`src/rtl/cfb_pkg.sv`:
```
package cfb_pkg;

	localparam int BYTE_W = 8;
	localparam int KIND_W = 2;
	localparam int ADDR_W = 4;
	localparam int APB_W  = 32;

	// reset values of the header registers
	localparam logic [BYTE_W-1:0] SYNC_RST  = 8'hA5;
	localparam logic [BYTE_W-1:0] TYPE_RST  = 8'h21;
	localparam logic [BYTE_W-1:0] FLAGS_RST = 8'h00;
	localparam logic [BYTE_W-1:0] LEN_RST   = 8'd200;

	// register indexes (paddr[3:2])
	localparam logic [1:0] REG_SYNC  = 2'd0;
	localparam logic [1:0] REG_TYPE  = 2'd1;
	localparam logic [1:0] REG_FLAGS = 2'd2;
	localparam logic [1:0] REG_LEN   = 2'd3;

	// byte_kind codes
	localparam logic [KIND_W-1:0] KIND_HEADER   = 2'd0;
	localparam logic [KIND_W-1:0] KIND_PAYLOAD  = 2'd1;
	localparam logic [KIND_W-1:0] KIND_CHECKSUM = 2'd2;

	typedef struct packed {
		logic [BYTE_W-1:0] sync_byte;
		logic [BYTE_W-1:0] frame_type;
		logic [BYTE_W-1:0] header_flags;
		logic [BYTE_W-1:0] payload_length;
	} cfg_t;

	// one accepted item, as held for the emitter
	typedef struct packed {
		logic [BYTE_W-1:0] data_byte;
		logic              close;
		logic [BYTE_W-1:0] lrc;
	} item_t;

	// accept event handed to the emitter
	typedef struct packed {
		logic accept;
		logic hdr;
	} acc_ev_t;

	function automatic logic [BYTE_W-1:0] negate8(input logic [BYTE_W-1:0] v);
		return BYTE_W'(~v + 1'b1);
	endfunction

endpackage

```
`src/rtl/cfb_regs.sv`:
```
module cfb_regs import cfb_pkg::*; (
	input  logic              clk,
	input  logic              arst_n,
	input  logic              psel,
	input  logic              penable,
	input  logic              pwrite,
	input  logic [ADDR_W-1:0] paddr,
	input  logic [APB_W-1:0]  pwdata,
	output logic [APB_W-1:0]  prdata,
	output cfg_t              cfg
);

	cfg_t              cfg_q;
	logic              wr_en;
	logic [1:0]        idx;
	logic [BYTE_W-1:0] rd_byte;

	assign wr_en = psel & penable & pwrite;
	assign idx   = paddr[3:2];

	always_ff @(posedge clk or negedge arst_n) begin
		if (!arst_n) begin
			cfg_q.sync_byte      <= SYNC_RST;
			cfg_q.frame_type     <= TYPE_RST;
			cfg_q.header_flags   <= FLAGS_RST;
			cfg_q.payload_length <= LEN_RST;
		end else if (wr_en) begin
			case (idx)
				REG_SYNC:  cfg_q.sync_byte      <= pwdata[BYTE_W-1:0];
				REG_TYPE:  cfg_q.frame_type     <= pwdata[BYTE_W-1:0];
				REG_FLAGS: cfg_q.header_flags   <= pwdata[BYTE_W-1:0];
				REG_LEN:   cfg_q.payload_length <= pwdata[BYTE_W-1:0];
				default: ;
			endcase
		end
	end

	always_comb begin
		case (idx)
			REG_SYNC:  rd_byte = cfg_q.sync_byte;
			REG_TYPE:  rd_byte = cfg_q.frame_type;
			REG_FLAGS: rd_byte = cfg_q.header_flags;
			REG_LEN:   rd_byte = cfg_q.payload_length;
			default:   rd_byte = '0;
		endcase
	end

	assign prdata = {{(APB_W-BYTE_W){1'b0}}, rd_byte};
	assign cfg    = cfg_q;

endmodule

```
`src/rtl/cfb_track.sv`:
```
module cfb_track import cfb_pkg::*; (
	input  logic              clk,
	input  logic              arst_n,
	input  cfg_t              cfg,
	input  logic              s_tvalid,
	input  logic [BYTE_W-1:0] s_tdata,
	output logic              s_tready,
	input  logic              done,
	output logic              item_valid,
	output item_t             item,
	output acc_ev_t           acc
);

	logic [BYTE_W-1:0] count_q;
	logic [BYTE_W-1:0] sum_q;
	logic              valid_s1;
	item_t             item_s1;

	logic              accept;
	logic [BYTE_W:0]   new_count;
	logic [BYTE_W:0]   eff_len;
	logic [BYTE_W-1:0] new_sum;
	logic              close;

	assign s_tready  = !valid_s1 || done;
	assign accept    = s_tvalid && s_tready;
	assign new_count = {1'b0, count_q} + 1'b1;
	// a length of zero means 256
	assign eff_len   = (cfg.payload_length == '0) ? {1'b1, {BYTE_W{1'b0}}}
		: {1'b0, cfg.payload_length};
	assign close     = new_count >= eff_len;
	assign new_sum   = BYTE_W'(sum_q + s_tdata);

	always_ff @(posedge clk or negedge arst_n) begin
		if (!arst_n) begin
			count_q  <= '0;
			sum_q    <= '0;
			valid_s1 <= 1'b0;
		end else begin
			if (accept) begin
				valid_s1 <= 1'b1;
				if (close) begin
					count_q <= '0;
					sum_q   <= '0;
				end else begin
					count_q <= new_count[BYTE_W-1:0];
					sum_q   <= new_sum;
				end
			end else if (done) begin
				valid_s1 <= 1'b0;
			end
		end
	end

	always_ff @(posedge clk) begin
		if (accept) begin
			item_s1.data_byte <= s_tdata;
			item_s1.close     <= close;
			item_s1.lrc       <= negate8(new_sum);
		end
	end

	assign item_valid = valid_s1;
	assign item       = item_s1;
	assign acc.accept = accept;
	assign acc.hdr    = (count_q == '0);

endmodule

```
`src/rtl/cfb_emit.sv`:
```
module cfb_emit import cfb_pkg::*; (
	input  logic              clk,
	input  logic              arst_n,
	input  cfg_t              cfg,
	input  logic              item_valid,
	input  item_t             item,
	input  acc_ev_t           acc,
	output logic              done,
	output logic              m_tvalid,
	input  logic              m_tready,
	output logic [BYTE_W-1:0] m_tdata,
	output logic [2:0]        m_tuser,
	output logic              m_tlast
);

	typedef enum logic [6:0] {
		PH_H0  = 7'b0000001,
		PH_H1  = 7'b0000010,
		PH_H2  = 7'b0000100,
		PH_H3  = 7'b0001000,
		PH_H4  = 7'b0010000,
		PH_PAY = 7'b0100000,
		PH_LRC = 7'b1000000
	} phase_t;

	phase_t            phase_q;
	phase_t            phase_nx;
	logic              out_valid_q;
	logic [BYTE_W-1:0] out_byte_q;
	logic [KIND_W-1:0] out_kind_q;
	logic              out_end_q;
	logic              out_last_q;

	logic              step;
	logic              last;
	logic [BYTE_W-1:0] byte_c;
	logic [KIND_W-1:0] kind_c;
	logic [BYTE_W-1:0] hdr_chk;

	assign hdr_chk = negate8(BYTE_W'(cfg.sync_byte + cfg.frame_type
		+ cfg.header_flags + cfg.payload_length));

	assign step = item_valid && (!out_valid_q || m_tready);
	assign done = step && last;

	always_comb begin
		last     = 1'b0;
		phase_nx = phase_q;
		byte_c   = item.data_byte;
		kind_c   = KIND_HEADER;
		case (phase_q)
			PH_H0: begin
				byte_c   = cfg.sync_byte;
				phase_nx = PH_H1;
			end
			PH_H1: begin
				byte_c   = cfg.frame_type;
				phase_nx = PH_H2;
			end
			PH_H2: begin
				byte_c   = cfg.header_flags;
				phase_nx = PH_H3;
			end
			PH_H3: begin
				byte_c   = cfg.payload_length;
				phase_nx = PH_H4;
			end
			PH_H4: begin
				byte_c   = hdr_chk;
				phase_nx = PH_PAY;
			end
			PH_PAY: begin
				byte_c   = item.data_byte;
				kind_c   = KIND_PAYLOAD;
				last     = !item.close;
				phase_nx = PH_LRC;
			end
			PH_LRC: begin
				byte_c   = item.lrc;
				kind_c   = KIND_CHECKSUM;
				last     = 1'b1;
			end
			default: ;
		endcase
	end

	always_ff @(posedge clk or negedge arst_n) begin
		if (!arst_n) begin
			phase_q     <= PH_PAY;
			out_valid_q <= 1'b0;
		end else begin
			// a new item always replaces the phase; it only arrives as the old one ends
			if (acc.accept) begin
				phase_q <= acc.hdr ? PH_H0 : PH_PAY;
			end else if (step && !last) begin
				phase_q <= phase_nx;
			end
			if (step) begin
				out_valid_q <= 1'b1;
			end else if (m_tready) begin
				out_valid_q <= 1'b0;
			end
		end
	end

	always_ff @(posedge clk) begin
		if (step) begin
			out_byte_q <= byte_c;
			out_kind_q <= kind_c;
			out_end_q  <= (phase_q == PH_LRC);
			out_last_q <= last;
		end
	end

	assign m_tvalid = out_valid_q;
	assign m_tdata  = out_byte_q;
	assign m_tuser  = {out_end_q, out_kind_q};
	assign m_tlast  = out_last_q;

endmodule

```
`src/rtl/checksummed_frame_builder_top.sv`:
```
// Frame builder: header (5 items), payload items, LRC item per frame.
// An accepted item is registered in the tracker, then its bytes go through the
// single output register, one byte a cycle while m_tready allows: 5 header bytes
// first for an item that opens a frame, the LRC byte after one that closes it.
// Reset: arst_n async low; clears frame count, sum, valids; header regs to defaults.
module checksummed_frame_builder_top import cfb_pkg::*; (
	input  logic              clk,
	input  logic              arst_n,
	// payload input stream
	input  logic              s_tvalid,
	output logic              s_tready,
	input  logic [BYTE_W-1:0] s_tdata,   // [7:0] data_byte
	// framed output stream
	output logic              m_tvalid,
	input  logic              m_tready,
	output logic [BYTE_W-1:0] m_tdata,   // [7:0] out_byte
	output logic [2:0]        m_tuser,   // [1:0] byte_kind, [2] frame_end
	output logic              m_tlast,   // run_last: last result of the input item
	// register port
	input  logic              psel,
	input  logic              penable,
	input  logic              pwrite,
	input  logic [ADDR_W-1:0] paddr,
	input  logic [APB_W-1:0]  pwdata,
	output logic [APB_W-1:0]  prdata,
	output logic              pready
);

	cfg_t    cfg;
	item_t   item;
	acc_ev_t acc;
	logic    item_valid;
	logic    done;

	// no wait states on the register port
	assign pready = 1'b1;

	// sync, type, flags, length registers
	cfb_regs u_regs (
		.clk     (clk),
		.arst_n  (arst_n),
		.psel    (psel),
		.penable (penable),
		.pwrite  (pwrite),
		.paddr   (paddr),
		.pwdata  (pwdata),
		.prdata  (prdata),
		.cfg     (cfg)
	);

	// frame count and running sum, updated as each item is taken;
	// holds the item with its close flag and LRC until fully emitted
	cfb_track u_track (
		.clk        (clk),
		.arst_n     (arst_n),
		.cfg        (cfg),
		.s_tvalid   (s_tvalid),
		.s_tdata    (s_tdata),
		.s_tready   (s_tready),
		.done       (done),
		.item_valid (item_valid),
		.item       (item),
		.acc        (acc)
	);

	// walks header / payload / LRC phases into the output register;
	// the next item is taken in the cycle its predecessor's last byte goes out
	cfb_emit u_emit (
		.clk        (clk),
		.arst_n     (arst_n),
		.cfg        (cfg),
		.item_valid (item_valid),
		.item       (item),
		.acc        (acc),
		.done       (done),
		.m_tvalid   (m_tvalid),
		.m_tready   (m_tready),
		.m_tdata    (m_tdata),
		.m_tuser    (m_tuser),
		.m_tlast    (m_tlast)
	);

endmodule

```
`config.mk`:
```
export PLATFORM = sky130hd
export DESIGN_NAME = checksummed_frame_builder_top
export DESIGN_NICKNAME = d
export VERILOG_FILES = /design/src/rtl/cfb_pkg.sv /design/src/rtl/cfb_regs.sv /design/src/rtl/cfb_track.sv /design/src/rtl/cfb_emit.sv /design/src/rtl/checksummed_frame_builder_top.sv
export SDC_FILE = /design/constraint.sdc
export NUM_CORES = 1
export LEC_CHECK = 0
export BUFFER_PORTS_ARGS = -buffer_cell sky130_fd_sc_hd__clkbuf_2
export CAP_MARGIN = 0
export CORE_ASPECT_RATIO = 1.25
export CORE_MARGIN = 4
export CORE_UTILIZATION = 25
export DETAILED_ROUTE_END_ITERATION = 7
export HOLD_SLACK_MARGIN = 0.15
export PLACE_DENSITY_LB_ADDON = 0.25
export SETUP_SLACK_MARGIN = 0.2
export SLEW_MARGIN = 30
export SYNTH_ARGS = -nofsm -noshare
export SYNTH_HDL_FRONTEND = slang
export SYNTH_SLANG_ARGS = --single-unit
```
`constraint.sdc`:
```
create_clock -name clk -period 10.9 [get_ports clk]
set_input_delay 2.725 -clock clk [delete_from_list [all_inputs] [get_ports clk]]
set_output_delay 2.725 -clock clk [all_outputs]
set_load 0.1 [all_outputs]
```
Word-level counts from Yosys, hierarchy flattened:

Cells that the tools add are included.
W data, S select, Z words.

* input port bits: 51
* word-level logic and storage cells: 75
* output and inout bits: 47
* register bits: 86

* equal/unequal tests: 10
* bitwise gates (word level): 4
* mux-type cells: 15
* $add $sub $neg: 7
* order comparisons: 1
* reduce and logical (&&, ||, !) cells: 22

Operators with widths (count)
* $pmux W8 S6: 1
* $pmux W7 S6: 1
* $add A8 B8 Y8: 4
* $pmux W8 S4: 1
* $add A8 B1 Y8 const B: 2
* $logic_not A8 Y1: 2
* $mux W8: 2
* $not A8 Y8: 2
* $mux W7: 2
* $reduce_and A2 Y1: 5
* $add A8 B1 Y9 const B: 1
* $ge A9 B9 Y1: 1
* $mux W9: 1
* $eq A7 B1 Y1 const B: 1
* $eq A7 B2 Y1 const B: 1
* $eq A7 B3 Y1 const B: 1
* $eq A7 B4 Y1 const B: 1
* $eq A7 B5 Y1 const B: 1
* $eq A7 B6 Y1 const B: 1
* $eq A7 B7 Y1 const B: 1
* $reduce_bool A7 Y1: 1
* $mux W6: 1
* $reduce_bool A2 Y1: 3
* $eq A2 B2 Y1 const B: 2
* 9 further kinds: 20

Longest topological paths before layout:

Gate-level depths: netlist (run 1).

* depth after elaboration: 8
* gate-level depth with buffers: 12
* gate-level depth less buffers: 12

By module:

Synthesis (run 1) repeated with hierarchy kept, for this count alone.

* cells, all modules: 523
* area, all modules: 5709.2 µm²

By module, submodules not included
* cfb_emit: seq. area each 561.8 µm², instances 1, area each 2114.5 µm², cells each 233
* cfb_track: seq. area each 935.9 µm², instances 1, area each 1958.1 µm², cells each 183
* cfb_regs: seq. area each 812.0 µm², instances 1, area each 1625.3 µm², cells each 105
* checksummed_frame_builder_top: seq. area each 0.0 µm², instances 1, area each 11.3 µm², cells each 2

Worst setup path before layout (run 1):

No wires, ideal clock.

* path kind: in2out
* from: input port paddr[2]
* to: output port prdata[0]
* cell stages on the path: 2
* setup slack: 4.145 ns
* arrival: 4.030 ns
* required time: 8.175 ns
* path through: buf_1 mux4_2

* word-level cells in the longest chain between the ends: 2
* elaborated cells between the ends (all ways): 5
* classes of those cells: 3 x eq/ne; 1 x mux; 1 x reduce/logical

Ends and longest elaborated chain
* start, declared: RTL line checksummed_frame_builder_top.sv:23 `input logic [ADDR_W-1:0] paddr,`
* $eq A2 B2 Y1, or another cell as far along: RTL line cfb_regs.sv:39 `case (idx)`
* $pmux W8 S4 (*): RTL line cfb_regs.sv:39
* end, declared: RTL line checksummed_frame_builder_top.sv:25 `output logic [APB_W-1:0] prdata,`

Mark *: on every way between the ends. The rest lies on a longest branch, timed or not.

Worst setup path in the final report (run 1):

* from: input port paddr[2]
* to: output port prdata[4]

The elaborated chain is that of the path after synthesis.

==> metrics.md, run 1 <==
| Metric | Value |
|---|---|
| Most frequent cell on the critical path | clkbuf_2 |
| Num ports | 98 |
| Leading cell type in the layout, fill and taps excluded | inv_1 |
| Total die area | 24500 um^2 |
| Maximum number of pins on one net before global-route repair | 58 |
| Chip width | 141 um |
| Switch Pwr | 1070 uW |
| Yosys Warn Count | 0 |
| Capturing element type of the critical path | primary output |
| Maximum root-to-sink buffer count | 2 |
| Largest clock skew in the final design | 0.00533 ns |
| Reported max-cap violation count | 0 |
| Antenna violations before repair | 0 |
| Congestion Overflow GR | 0 |
| Static leakage | 0.00270 uW |
| Start of the worst register-to-register path | u_regs.cfg[1] |
| Clock tree from TritonCTS | done |
| Rel. slew slack | 0.427 |
| Router iterations before antenna repair | 5 |
| # hold bufs at CTS | 0 |
| Required time of the worst setup path | 8.18 ns |
| Synth Cell Area | 5500 um^2 |
| DRC Markers | 0 |
| Post-route setup TNS | 0 ns |
| Number of sinks handled by clock tree synthesis | 86 |
| Area after DPL | 5950 um^2 |
| Capture instance of the worst register-to-register path | u_emit.m_tdata[5] |
| Cell chosen for the clock root | clkbuf_16 |
| Number of distinct standard cells referenced by the synthesized netlist | 63 |
| Worst hold-check path type | register to register |
| Detail-routed via count per cell | 4.66 |
| Reg power frac | 0.260 |
| Largest stage delay, worst path | 0.57 ns |
| Site row count | 60 |
| Unrepaired setup endpoints after global routing | false |
| Share of cells above drive strength 1 | 0.212 |
| Cells along the critical path | clkbuf_2 -> mux4_2 -> clkbuf_2 |
| Critical Path End | prdata[4] |
| R2R setup slack | 6.94 ns |
| Post-CTS resize count | 0 |
| Internal power summed over all cells | 1070 uW |
| Sequential fraction of the synthesis area | 0.420 |
| Number of enable flip-flop cells after synthesis | 29 |
| Combinational share of power | 0.589 |
| Worst Tran Pin Value | 0.856 ns |
| Gate count of the mapped netlist | 512 |
| Worst Path Arrival | 4.02 ns |
| Most used DFF post-synth | dfrtp_1 |
| Cells on Worst Hold Path | 2 |
| Slowest cell on the critical path | mux4_2 |
| Core Area | 21600 um^2 |
| Setup bufs post-CTS | 0 |
| Post-synthesis sequential element count | 86 |
| Post-DP HPWL | 11300 um |
| Register clock-pin slew on the reported worst setup and hold paths | 0.07 ns |
| Number of nets in the final layout | 653 |
| Final hold violation count | 0 |
| Total vias in the final route | 3930 |
| Status | complete, no violations |
| Total Routing Usage GR | 0.119 |
| Worst Reg-to-Reg Cells | 12 |
| CP max FO | 12 |
| Wire length reported by the detailed router | 14400 um |
| Post-DRT Antenna Nets | 0 |
| Number of global-route vias before repair | 4196 |
| Launch point of the worst path | paddr[2] |
| Leading cell types in the layout, fill and taps excluded | inv_1 (54), dfrtp_1 (47), clkbuf_2 (46) |
| Number of violations reported at the end of detailed-routing iteration 0 | 162 |
| Critical path class | input port to primary output |
| Initial core utilization | 0.254 |
| H-Tree Level Count | 3 |
| Number of filler instances in the final layout | 2281 |
| Global-route wire length before repair | 23000 um |
| Post-route minimum period | 6.74 ns |
| Largest voltage drop on the vdd net | 0.000128 V |
| Switching Fraction | 0.500 |
| Max Freq | 0.148 GHz |
| Clock latency at the later pin of the worst-skew pair | 0.35 ns |
| Power density over the cells | 341 nW/um^2 |
| Final period util | 0.618 |
| Routed wire per std cell | 17.0 um |
| Synth-to-layout area growth | 13.7% |
| Clock share of power | 0.150 |
| Height of the die | 174 um |
| Count of final max-slew check failures | 0 |
| Setup violators final | 0 |
| Setup crit start kind | input port |
| Syn avg cell area | 10.7 um^2 |
| Number of port buffers | 46 |
| Clock buffers created by TritonCTS | 9 |
| Share of async-settable or async-resettable flops after synthesis | 0.663 |
| Gp weighted congestion | 0.824 |
| Post-Layout Inst Area | 6250 um^2 |
| Antenna diode instance count | 0 |
worst max-delay path: cells and delay by family:
| kind | cells | cell delay, ns |
|---|---|---|
| buf+inv | 2 | 0.71 |
| mux | 1 | 0.57 |
per-stage QoR:
step | cells | hold WS (ns) | setup slack, ns | utilization | power [uW]
3_3_place_gp | 828 | 0.465 | 4.13 | 0.275 | 1820
3_5_place_dp | 828 | 0.480 | 4.14 | 0.275 | 1830
6_report | 844 | 0.488 | 4.16 | 0.289 | 2140
5_1_grt | 844 | 0.515 | 4.08 | 0.289 | 2310
2_1_floorplan | 535 | 0.451 | 4.15 | - | 1560
4_1_cts | 844 | 0.493 | 4.14 | 0.289 | 2160
power groups by stage:
stage | sequential [uW] | clock, uW | combinational, uW
floorplan | 677 | 0 | 885
global placement | 560 | 0 | 1260
detailed placement | 564 | 0 | 1270
CTS | 558 | 329 | 1270
global route | 569 | 342 | 1400
finish | 555 | 321 | 1260
cell usage after synthesis, types with 8 or more instances:
library cell,n,area [um^2]
a21oi_1,15,75.1
a22o_1,8,70.1
a22oi_1,13,97.6
and3_1,8,50.1
buf_4,27,203
dfrtp_1,47,1180
dfstp_2,10,263
edfxtp_1,29,871
fa_1,15,300
ha_1,27,338
inv_1,54,203
mux2_2,22,248
mux4_2,8,180
nand2_1,36,135
nand3_1,9,45.0
nor2_1,27,101
nor2b_1,8,50.1
nor3_1,9,45.0
o21ai_0,20,100
xnor2_1,19,166
xor2_1,9,78.8
sequential cells by signal, summed over array words and instances, names as in the netlist:
name,count
u_track.count_q,8
u_regs.cfg,32
u_emit.out_end_q,1
u_emit.m_tvalid,1
u_emit.m_tlast,1
u_track.sum_q,8
u_emit.phase_q,7
u_emit.out_kind_q,2
u_track.item_valid,1
u_emit.m_tdata,8
u_track.item,17
per-layer routing:
metal / vias up / track usage / share of wire
li1: 1872 / - / -
met1: 1945 / 0.130 / 0.38
met2: 86 / 0.224 / 0.55
met3: 27 / 0.0168 / 0.030
met4: 0 / 0.0557 / 0.037
met5: - / 0 / 0
how the worst min path moves through the flow:
| stage | from | end | slack [ns] |
|---|---|---|---|
| after floorplan | u_track.sum_q[5] | u_track.sum_q[5] | 0.45 |
| after global placement | u_track.sum_q[2] | u_track.sum_q[2] | 0.47 |
| after detailed placement | u_track.sum_q[2] | u_track.sum_q[2] | 0.48 |
| after CTS | u_track.sum_q[2] | u_track.sum_q[2] | 0.49 |
| after global routing | u_track.item_valid | u_emit.m_tvalid | 0.52 |
| final | u_track.sum_q[2] | u_track.sum_q[2] | 0.49 |
cell type report:
class / instances / area [um^2] / share of cell area
Clock buffer: 9 / 225 / 0.0360
Clock inverter: 7 / 82.6 / 0.0132
Inverter: 55 / 206 / 0.0330
Multi-Input combinational cell: 359 / 2830 / 0.452
Sequential cell: 86 / 2310 / 0.369
Tap cell: 279 / 349 / 0.0558
Timing Repair Buffer: 49 / 253 / 0.0404
logic make-up (layout without fill, tap and decap cells):
group / Yosys count / count (layout) / share of synthesized area
fa+ha+maj: 42 / 42 / 0.116
buf+inv: 90 / 120 / 0.0828
flops: 86 / 86 / 0.420
simple gates: 125 / 125 / 0.113
other cells: 2 / 25 / 0.00137
xor+xnor: 28 / 28 / 0.0446
mux: 33 / 33 / 0.0832
compound gates: 106 / 106 / 0.139
Power figures use the tool's default switching activity.
==> run 2, diff against run 1 <==
- clock period: 10.9 -> 6.5 ns (I/O delays scaled with it)
==> metrics.md, run 2 (synthesis gave the netlist of run 1 again) <==
| Metric | Value |
|---|---|
| Number of nets in the final layout | 653 |
| Setup crit start kind | input port |
| Clock tree from TritonCTS | done |
| Slowest cell on the critical path | mux4_2 |
| Detail-routed via count per cell | 4.67 |
| Number of violations reported at the end of detailed-routing iteration 0 | 216 |
| Critical path class | input port to primary output |
| Cell chosen for the clock root | clkbuf_16 |
| Required time of the worst setup path | 4.88 ns |
| Worst Reg-to-Reg Cells | 11 |
| Reported max-cap violation count | 0 |
| Number of sinks handled by clock tree synthesis | 86 |
| Wire length reported by the detailed router | 14100 um |
| Setup bufs post-CTS | 0 |
| Top cell family by delay on the critical path | buffers and inverters |
| Total Routing Usage GR | 0.116 |
| Rel. slew slack | 0.417 |
| Global-route wire length before repair | 22100 um |
| CP Buf/Inv Count | 2 |
| H-Tree Level Count | 3 |
| R2R setup slack | 2.56 ns |
| Largest clock skew in the final design | 0.00805 ns |
| Status | complete, no violations |
| Max Freq | 0.220 GHz |
| Unrepaired setup endpoints after global routing | false |
| Terminating pin of the worst hold path | u_track.sum_q[0] |
| Most frequent cell on the critical path | clkbuf_2 |
| Clock buffers created by TritonCTS | 9 |
| Total area of multi-input combinational cells | 2830 um^2 |
| Post-DP HPWL | 11100 um |
| Antenna diode instance count | 0 |
| Post-route minimum period | 4.55 ns |
| Num ports | 98 |
| Cells on Worst Hold Path | 2 |
| Capture instance of the worst register-to-register path | u_emit.m_tdata[7] |
| Leading cell types in the layout, fill and taps excluded | inv_1 (54), dfrtp_1 (47), clkbuf_2 (46) |
| Congestion Overflow GR | 0 |
| Static leakage | 0.00272 uW |
| Height of the die | 174 um |
| Sequential cell area in the final layout | 2310 um^2 |
| Antenna violations before repair | 0 |
| Worst Tran Pin Value | 0.870 ns |
| Number of filler instances in the final layout | 2270 |
| Leading cell type in the layout, fill and taps excluded | inv_1 |
| Final period util | 0.701 |
| # hold bufs at CTS | 0 |
| Total vias in the final route | 3941 |
| Router iterations before antenna repair | 5 |
| Post-DRT Antenna Nets | 0 |
| Register clock-pin slew on the reported worst setup and hold paths | 0.06 ns |
| Share of cells above drive strength 1 | 0.212 |
| Gp weighted congestion | 0.802 |
| Initial core utilization | 0.254 |
| Number of global-route vias before repair | 4094 |
| Power density over the cells | 578 nW/um^2 |
| Cells along the critical path | clkbuf_2 -> mux4_2 -> clkbuf_2 |
| Maximum number of pins on one net before global-route repair | 58 |
| DRC Markers | 0 |
| Largest stage delay, worst path | 0.59 ns |
| Post-route non-filler standard cell count | 844 |
| Largest voltage drop on the vdd net | 0.000230 V |
| Capturing element type of the critical path | primary output |
| Setup violators final | 0 |
| Chip width | 141 um |
| Post-route setup TNS | 0 ns |
| Count of final max-slew check failures | 0 |
| Core Area | 21600 um^2 |
| Routed wire per std cell | 16.7 um |
| Site row count | 60 |
| CP max FO | 12 |
| Number of cells in the design after placement | 828 |
| Max reg flops | 32 |
| Synth-to-layout area growth | 14.0% |
| Maximum root-to-sink buffer count | 2 |
| Post-CTS resize count | 0 |
| Startpoint of the lowest-slack hold path | u_track.sum_q[0] |
| Total die area | 24500 um^2 |
| Start of the worst register-to-register path | u_regs.cfg[2] |
| Number of port buffers | 46 |
| Worst Path Arrival | 2.93 ns |
| Clock latency at the later pin of the worst-skew pair | 0.35 ns |
| Worst hold-check path type | register to register |
| Final hold violation count | 0 |
-- run 2: changes by cell type in the layout (fill, tap and decap cells not counted) --
cell	before	now
clkinv_2	0	1
bufinv_16	1	2
inv_6	1	3
clkinv_4	2	0
clkinvlp_4	2	0
-- run 2: worst reg2reg max path, delay by kind of cell, from the launching register on --
| family | cells | cell delay (ns) |
|---|---|---|
| compound gates | 4 | 1.19 |
| xor+xnor | 1 | 0.18 |
| fa+ha+maj | 3 | 1.34 |
| buf+inv | 2 | 0.20 |
| flops | 1 | 0.63 |
| simple gates | 1 | 0.15 |
-- run 2: area by class of cell --
cell class / count / share of cell area
flip-flops and latches: 86 / 0.368
clock buffers: 9 / 0.0359
inverters: 55 / 0.0329
multi-input cells: 359 / 0.451
repair buffers: 49 / 0.0403
clock inverters: 7 / 0.0164
well taps: 279 / 0.0556
-- run 2: worst max path at each step --
stage | end | startpoint | cells after the start | slack, ns
6_report | prdata[6] | paddr[2] | 3 | 1.95
5_1_grt | prdata[3] | paddr[2] | 3 | 1.87
4_1_cts | prdata[5] | paddr[2] | 3 | 1.93
3_5_place_dp | prdata[5] | paddr[2] | 3 | 1.93
3_3_place_gp | prdata[5] | paddr[2] | 3 | 1.92
2_1_floorplan | prdata[0] | paddr[2] | 2 | 1.95
-- run 2: stage by stage --
step	area [um^2]	utilization	hold slack [ns]	power [uW]	setup slack, ns
floorplan	5590	-	0.451	2620	1.95
global placement	5950	0.275	0.464	3050	1.92
detailed placement	5950	0.275	0.473	3070	1.93
CTS	6270	0.290	0.488	3660	1.93
global route	6270	0.290	0.513	3900	1.87
finish	6270	0.290	0.483	3630	1.95
-- run 2: per-layer routing --
layer / part of all wire / GRT usage / up-vias / wire (um)
met3: 0.037 / 0.0168 / 31 / 528
met5: 0 / 0 / - / 0
li1: - / - / 1873 / -
met4: 0.038 / 0.0557 / 0 / 531
met1: 0.38 / 0.126 / 1934 / 5340
met2: 0.55 / 0.217 / 103 / 7680
-- run 2: where the power goes --
part	internal (uW)	switching (uW)	leakage [uW]
combinational	708	1420	0.00159
clock	343	233	0.000163
sequential	780	147	0.000968
==> run 3, diff against run 2 <==
- clock period: 6.5 -> 4.6 ns (I/O delays scaled with it)
==> metrics.md, run 3 (synthesis gave the netlist of run 1 again) <==
| Metric | Value |
|---|---|
| Status | complete, no violations |
| Reg power frac | 0.257 |
| Critical path class | register to register |
| Clock share of power | 0.147 |
| Total area of multi-input combinational cells | 2820 um^2 |
| Internal power summed over all cells | 2550 uW |
| Routed wire per std cell | 16.7 um |
| Final hold violation count | 0 |
| Total die area | 24500 um^2 |
| Largest voltage drop on the vdd net | 0.000302 V |
| Detail-routed via count per cell | 4.62 |
| H-Tree Level Count | 3 |
| Register clock-pin slew on the reported worst setup and hold paths | 0.07 ns |
| Core Area | 21600 um^2 |
| Post-CTS resize count | 0 |
| Largest clock skew in the final design | 0.00841 ns |
| Height of the die | 174 um |
| Slowest cell on the critical path | fa_1 |
| Number of sinks handled by clock tree synthesis | 86 |
| Global-route wire length before repair | 22600 um |
| Sequential cell area in the final layout | 2310 um^2 |
| Worst hold-check path type | register to register |
| Clock tree from TritonCTS | done |
| Max Freq | 0.257 GHz |
| Congestion Overflow GR | 0 |
| Setup bufs post-CTS | 0 |
| Reported max-cap violation count | 0 |
| Post-route setup TNS | 0 ns |
| CP max FO | 6 |
| Share of cells above drive strength 1 | 0.213 |
| Post-route non-filler standard cell count | 848 |
| Rel. slew slack | 0.436 |
| Router iterations before antenna repair | 5 |
| Combinational share of power | 0.595 |
| Site row count | 60 |
| Post-route minimum period | 3.90 ns |
| Initial core utilization | 0.254 |
| Capturing element type of the critical path | register |
| Switch Pwr | 2500 uW |
| Clock buffers created by TritonCTS | 9 |
| Leading cell types in the layout, fill and taps excluded | inv_1 (54), dfrtp_1 (47), clkbuf_2 (45) |
| # hold bufs at CTS | 0 |
| Clock latency at the later pin of the worst-skew pair | 0.34 ns |
| Power Total | 5050 uW |
| Number of filler instances in the final layout | 2260 |
| Number of violations reported at the end of detailed-routing iteration 0 | 175 |
| Number of port buffers | 46 |
| Top cell family by delay on the critical path | adder cells |
| Count of final max-slew check failures | 0 |
| CP Buf/Inv Count | 2 |
| Leading cell type in the layout, fill and taps excluded | inv_1 |
| Max reg flops | 32 |
| Chip width | 141 um |
| Unrepaired setup endpoints after global routing | false |
| Gp weighted congestion | 0.814 |
| Total Routing Usage GR | 0.117 |
| Wire length reported by the detailed router | 14100 um |
| Most frequent cell on the critical path | fa_1 |
| Largest stage delay, worst path | 0.53 ns |
| Worst Path Arrival | 3.98 ns |
| Post-DRT Antenna Nets | 0 |
| Final period util | 0.847 |
| Num ports | 98 |
| Setup violators final | 0 |
| Cells along the critical path | inv_1 -> fa_1 -> fa_1 -> inv_1 -> ha_1 -> fa_1 -> nor3_1 -> nor2b_1 -> o21ai_0 -> xor2_1 -> a221oi_1 -> a21oi_1 |
| Number of cells in the design after placement | 832 |
| Cell chosen for the clock root | clkbuf_16 |
| Maximum number of pins on one net before global-route repair | 44 |
| Antenna violations before repair | 0 |
| Total vias in the final route | 3919 |
| Number of nets in the final layout | 657 |
| Antenna diode instance count | 0 |
| Worst Tran Pin Value | 0.840 ns |
| Static leakage | 0.00273 uW |
| Setup crit start kind | register |
| Maximum root-to-sink buffer count | 2 |
| Required time of the worst setup path | 4.68 ns |
| Post-DP HPWL | 11400 um |
| Number of global-route vias before repair | 4114 |
| Synth-to-layout area growth | 14.1% |
| DRC Markers | 0 |
| Switching Fraction | 0.495 |
| Power density over the cells | 804 nW/um^2 |
-- run 3: cell count changes in the layout (fill, tap and decap cells not counted), sizes merged --
cell	previous run	this run
buf	3	7
bufinv	2	1
clkbuf	55	57
clkinv	2	5
inv	58	54
-- run 3: worst paths after layout --
kind                                     end  cells after the start  slack (ns)             start
max                        u_emit.m_tdata[5]                     12        0.70     u_regs.cfg[1]
min                         u_track.sum_q[6]                      2        0.49  u_track.sum_q[6]
max reg2reg                u_emit.m_tdata[5]                     12        0.70     u_regs.cfg[1]
min reg2reg                 u_track.sum_q[6]                      2        0.49  u_track.sum_q[6]
max in group asynchronous     u_regs.cfg[29]                      2        2.99            arst_n
min in group asynchronous     u_regs.cfg[20]                      1        0.84            arst_n
-- run 3: metrics by stage --
step	utilization	hold slack [ns]	worst slack [ns]	cell area [um^2]
after floorplan	-	0.451	0.995	5590
after global placement	0.276	0.465	0.739	5970
after detailed placement	0.276	0.472	0.685	5970
after CTS	0.290	0.488	0.652	6280
after global routing	0.290	0.502	0.509	6280
final	0.290	0.485	0.702	6280
-- run 3: layer usage --
layer / share of wire / track usage
met1: 0.38 / 0.129
met2: 0.55 / 0.219
met3: 0.028 / 0.0166
met4: 0.039 / 0.0557
met5: 0 / 0
-- run 3: area by class of cell --
class	count	area share
Multi-Input combinational cell	359	0.450
Tap cell	279	0.0556
Clock buffer	11	0.0387
Inverter	55	0.0329
Clock inverter	5	0.00957
Timing Repair Buffer	53	0.0455
Sequential cell	86	0.368
-- run 3: tightest hold or removal path: cells and delay by family, from the launching register on --
| kind | cells | cell delay, ns |
|---|---|---|
| AOI/OAI and AO/OA | 1 | 0.05 |
| and+or+nand+nor | 1 | 0.06 |
| DFF | 1 | 0.35 |
-- run 3: power groups by stage --
stage	logic, uW	registers (uW)	clock network (uW)
final	3000	1300	743
after global routing	3300	1330	795
after CTS	3040	1300	772
after floorplan	2100	1600	0
after detailed placement	3030	1320	0
after global placement	3000	1310	0
